$ cat config.mk
export PLATFORM = sky130hd
export DESIGN_NAME = hufd_ram
export DESIGN_NICKNAME = d
export VERILOG_FILES = /design/src/rtl/assert_macros.svh /design/src/rtl/hufd_ram.sv
export SDC_FILE = /design/constraint.sdc
export NUM_CORES = 2
export LEC_CHECK = 0
export BUFFER_PORTS_ARGS = -buffer_cell sky130_fd_sc_hd__clkbuf_2
export CAP_MARGIN = 15
export CORE_ASPECT_RATIO = 1.4
export CORE_MARGIN = 2
export CORE_UTILIZATION = 43
export DETAILED_ROUTE_END_ITERATION = 8
export SETUP_SLACK_MARGIN = 0.4
export SLEW_MARGIN = 20
export SYNTH_ARGS = -nofsm -noshare
export SYNTH_HDL_FRONTEND = slang
export SYNTH_SLANG_ARGS = --single-unit
$ cat constraint.sdc
create_clock -name clk -period 2.9 [get_ports clk]
set_input_delay 0.58 -clock clk [delete_from_list [all_inputs] [get_ports clk]]
set_output_delay 0.58 -clock clk [all_outputs]
set_load 0.05 [all_outputs]
$ cat src/rtl/assert_macros.svh
// assertion helpers, clocked on clk and disabled in reset
`ifndef ASSERT_MACROS_SVH
`define ASSERT_MACROS_SVH

`define ASSERT_SAME(lbl, ante, cons) \
    lbl: assert property (@(posedge clk) disable iff (!rst_n) (ante) |-> (cons)) \
        else $error("same-cycle check failed");

`define ASSERT_NEXT(lbl, ante, cons) \
    lbl: assert property (@(posedge clk) disable iff (!rst_n) (ante) |=> (cons)) \
        else $error("next-cycle check failed");

`endif

$ cat src/rtl/hufd_ram.sv
`default_nettype none
module hufd_ram #(
    parameter int DEPTH = 256,
    parameter int WIDTH = 8
) (
    input  wire logic                     clk,
    input  wire logic                     we,
    input  wire logic [$clog2(DEPTH)-1:0] waddr,
    input  wire logic [WIDTH-1:0]         wdata,
    input  wire logic                     re,
    input  wire logic [$clog2(DEPTH)-1:0] raddr,
    output logic      [WIDTH-1:0]         rdata
);

    logic [WIDTH-1:0] mem [DEPTH];

    always_ff @(posedge clk)
    begin
        if (we)
        begin
            mem[waddr] <= wdata;
        end
    end

    always_ff @(posedge clk)
    begin
        if (re)
        begin
            rdata <= mem[raddr];
        end
    end

endmodule
`default_nettype wire

Word level (Yosys, flattened, before mapping)
Memories as Yosys holds them, arrays and structs flattened. A register that Yosys moved wholly into a read port is not among the register bits.
Cells that the tools add are included.
{ "op_classes": {"muxes": 2} }
{ "op_table": {"columns": ["op", "n"], "rows": [
  ["2-to-1 mux 1 bit", 2]
]} }
{ "totals": {"reg_bits": 0, "mem_bits_rw": 2048, "input_bits": 27, "output_inout_bits": 8, "elab_cells": 3, "mem_count": 1} }
{ "mem_list": {"columns": ["name", "words", "width", "read_ports", "rd_ports_with_merged_regs", "write_ports", "line", "text"], "rows": [
  ["mem", 256, 8, 1, 1, 1, "hufd_ram.sv:15", "logic [WIDTH-1:0] mem [DEPTH];"]
]} }

Depth between registers and ports, before layout
{ "logic_depth": {"ltp_word": 2, "ltp_mapped": 11, "mapped_depth_nobuf": 6} }

Worst setup path after synthesis
No wires, ideal clock.
{ "synth_path": {"path_type": "in2reg", "start": "input port raddr[0]", "end": "register rdata[2] (read register of mem) (data pin)", "setup_time_ps": 269, "arrival_time_ps": 2387, "required_time_ps": 2631, "path_slack_ps": 244, "path_stages": 9, "path_buffers": 4, "cell_sequence": "buf_6 buf_12 buf_8 buf_2 mux4_2 a22oi_1 a21oi_1 nor4_1 nor4_2"} }
{ "synth_rtl": {"columns": ["item", "line", "text"], "rows": [
  ["from (decl)", "hufd_ram.sv:11", "input wire logic [$clog2(DEPTH)-1:0] raddr,"],
  ["to (decl)", "hufd_ram.sv:12", "output logic [WIDTH-1:0] rdata"]
]} }

==> qor.yml <==
clock_tree:
  cts.clk_slew.worst_paths_ps: 60
  htree_levels: 4
  cts-hold-fix-buffers: 0
  clockBufferDepth: 3
  postCtsSetupRepairBufs: 0
  cts_tree: "done"
  cts_sinks: 2056
  clk_latency_ps: 820
  cts_made_buffers: 183
  root_buffer: "clkbuf_16"
timing:
  relSlewSlack_pct: 36.1
  skew_ps: 24.2
  rsz0062_at_grt: "true"
  drv_slew: 0
  fmax_ghz: 0.404
  setup_viol: 0
  fin_crit_sh_pct: 85.4
  hold_violations: 0
  final.min_clock_period_ps: 2480
  worstMarginPinSlew_ps: 956
  setup_slack_ps: 424
placed_design:
  gp_congestion: 0.866
  post-dp-hpwl_um: 137000
  pre_cts_ws_ps: -892
  placed_cell_area_um2: 87500
  portBuffers: 34
  post-place-cells: 6622
global_routing:
  grt_pass1_wl_um: 295000
  first_global_vias: 41300
  grt_overflow: 0
  grt_max_degree: 133
  antenna_found_initial: 15
  gr-usage-all-layers_pct: 21.7
floorplan:
  start_util_pct: 43.3
  fp.dieW_um: 368
  die_y_um: 513
  ioPinCount: 35
  rows: 186
  core_um2: 184000
  die_area_um2: 189000
detailed_routing:
  drtPass1Iterations: 5
  postRouteAntennaNets: 0
  drtIter0Drc: 4197
  drc: 0
  wl_um: 204000
  routedWlPerCell_um: 29.3
  vias: 40100
  drt-vias-per-instance: 5.76
synth:
  ys_seq_area_share_pct: 77.5
  synth-seq-cells: 2056
  synth_area_um2: 79600
  ys_warn_count: 0
  syn_avg_cell_area_um2: 21.3
  ys.flop_type: "edfxtp_1"
  synth.distinct_cells: 54
  async_flop_share_pct: 0
  synth_edf_count: 2056
  syn_nets: 3760
  synthCells: 3733
critical_path:
  cp-end-kind: "flop"
  crit_buf_inv: 4
  worstPathMaxFanout: 20
  rr_worst_depth: 6
  rrSetupSlack_ps: 430
  worstReg2RegStart: "mem[82][0]"
  setup.worst_path.start: "raddr[0]"
  cp_cell_sequence: "buf_8, buf_12, buf_4, mux4_2, o311ai_1, o22ai_1, nor4_4, buf_4, nor4_2"
  required_ps: 3470
  crit_arrival_ps: 3050
  cp-start-kind: "input port"
  r2r-end: "rdata[0]"
  slowest_stage: "mux4_2"
  path_delay_family: "buffers and inverters"
  max_stage_delay_ps: 530
  crit_type: "in2reg"
  critPathMostFrequentCell: "buf_4"
finish:
  nets: 4390
  final_common_cell: "edfxtp_1"
  layout_common_cells: "edfxtp_1 (2056), buf_4 (559), mux4_2 (454)"
  final_area_um2: 93500
  finish.utilization_pct: 50.9
  seq_area_um2: 61700
  multi_input_area_um2: 16700
  fill_cells: 14500
  stdcell_count: 6959
  drive_above_1_share_pct: 31.5
  syn_to_final_growth_pct: 17.4
status:
  status: "finished clean"
power_and_ir_drop:
  leakage_nw: 30.0
  peakVddDrop_v: 0.000676
  pwr_density_cell_nw_per_um2: 644
job:
  cap_viol_max_count: 0
min_path:
  min_from: "wdata[1]"
  holdPathEnd: "mem[174][1]"
  hold_depth: 1
  min_path_type: "in2reg"
## per-layer routing
metal  up-vias  routed length, µm  track usage, %
met2      1410             106000            37.7
met5         -                 96               0
met3       313              12800            3.40
li1      16900                  -               -
met4        14               6890            7.57
met1     21400              77700            27.6
## kinds of logic after synthesis
logic type | Yosys count | synth area share [%]
buf+inv | 235 | 1.83
flops | 2056 | 77.5
mux | 591 | 14.6
simple gates | 466 | 2.63
compound gates | 385 | 3.42
## sequential cells by signal (all words and copies together), names as in the netlist
name   flops
rdata      8
mem     2048
## through the flow
stage	hold slack [ps]	setup TNS [ps]	power, W
after floorplan	679	0	0.0351
after global placement	921	-5960	0.0369
after detailed placement	925	-6030	0.0369
after CTS	50.3	0	0.0607
after global routing	76.2	0	0.0618
final	94.0	0	0.0602
## worst max-delay path by stage
stage,endpoint,slack [ps],depth (start not counted)
final,rdata[6],420,9
after detailed placement,rdata[5],-890,10
after floorplan,rdata[0],360,9
after global routing,rdata[0],360,11
after CTS,rdata[0],410,6
after global placement,rdata[1],-890,10
## power by group
part	switching, W	internal (W)
Sequential	0.0000333	0.0328
Combinational	0.00210	0.00139
Clock	0.0106	0.0134
Total	0.0127	0.0475
## cell type report
cell class | count | area share (%)
sequential | 2056 | 66.0
tap | 2444 | 3.27
timing repair buffer | 678 | 6.60
inverter | 2 | 0.00803
clock inverter | 96 | 0.942
clock buffer | 236 | 5.29
antenna | 5 | 0.0134
multi-input combinational | 1442 | 17.9
## what timing repair did
| action | in CTS | in global routing |
|---|---|---|
| gates resized for setup | 22 | 11 |
| setup endpoints to repair | 8 | 7 |
| pin swaps | 0 | 2 |
| hold endpoints to repair | 0 | 0 |
## synthesized netlist by cell type, types with 3 or more instances
| cell type | instances | area (µm²) |
|---|---|---|
| buf_12 | 8 | 160 |
| nand4_1 | 10 | 62.6 |
| mux2i_1 | 134 | 1340 |
| nor2b_1 | 31 | 194 |
| nor4_1 | 24 | 150 |
| clkbuf_1 | 111 | 417 |
| buf_4 | 27 | 203 |
| a22o_1 | 8 | 70.1 |
| buf_2 | 31 | 155 |
| a221oi_1 | 13 | 114 |
| o21ai_0 | 10 | 50.1 |
| o22a_1 | 5 | 43.8 |
| buf_8 | 13 | 195 |
| o32ai_1 | 4 | 35.0 |
| a22oi_1 | 133 | 998 |
| nor4_2 | 3 | 37.5 |
| o211ai_1 | 10 | 75.1 |
| nor3_1 | 22 | 110 |
| nand2_1 | 33 | 124 |
| nand2b_1 | 8 | 50.1 |
| and2_1 | 6 | 37.5 |
| edfxtp_1 | 2056 | 61700 |
| mux4_2 | 454 | 10200 |
| a211oi_1 | 16 | 120 |
| nand3_1 | 34 | 170 |
| a21oi_1 | 96 | 480 |
| buf_6 | 21 | 236 |
| nor2_1 | 282 | 1060 |
| or2_2 | 4 | 25.0 |
| buf_1 | 22 | 82.6 |
| o221ai_1 | 46 | 403 |
| o22ai_1 | 28 | 175 |
No activity file was read; power rests on OpenSTA's default activity.
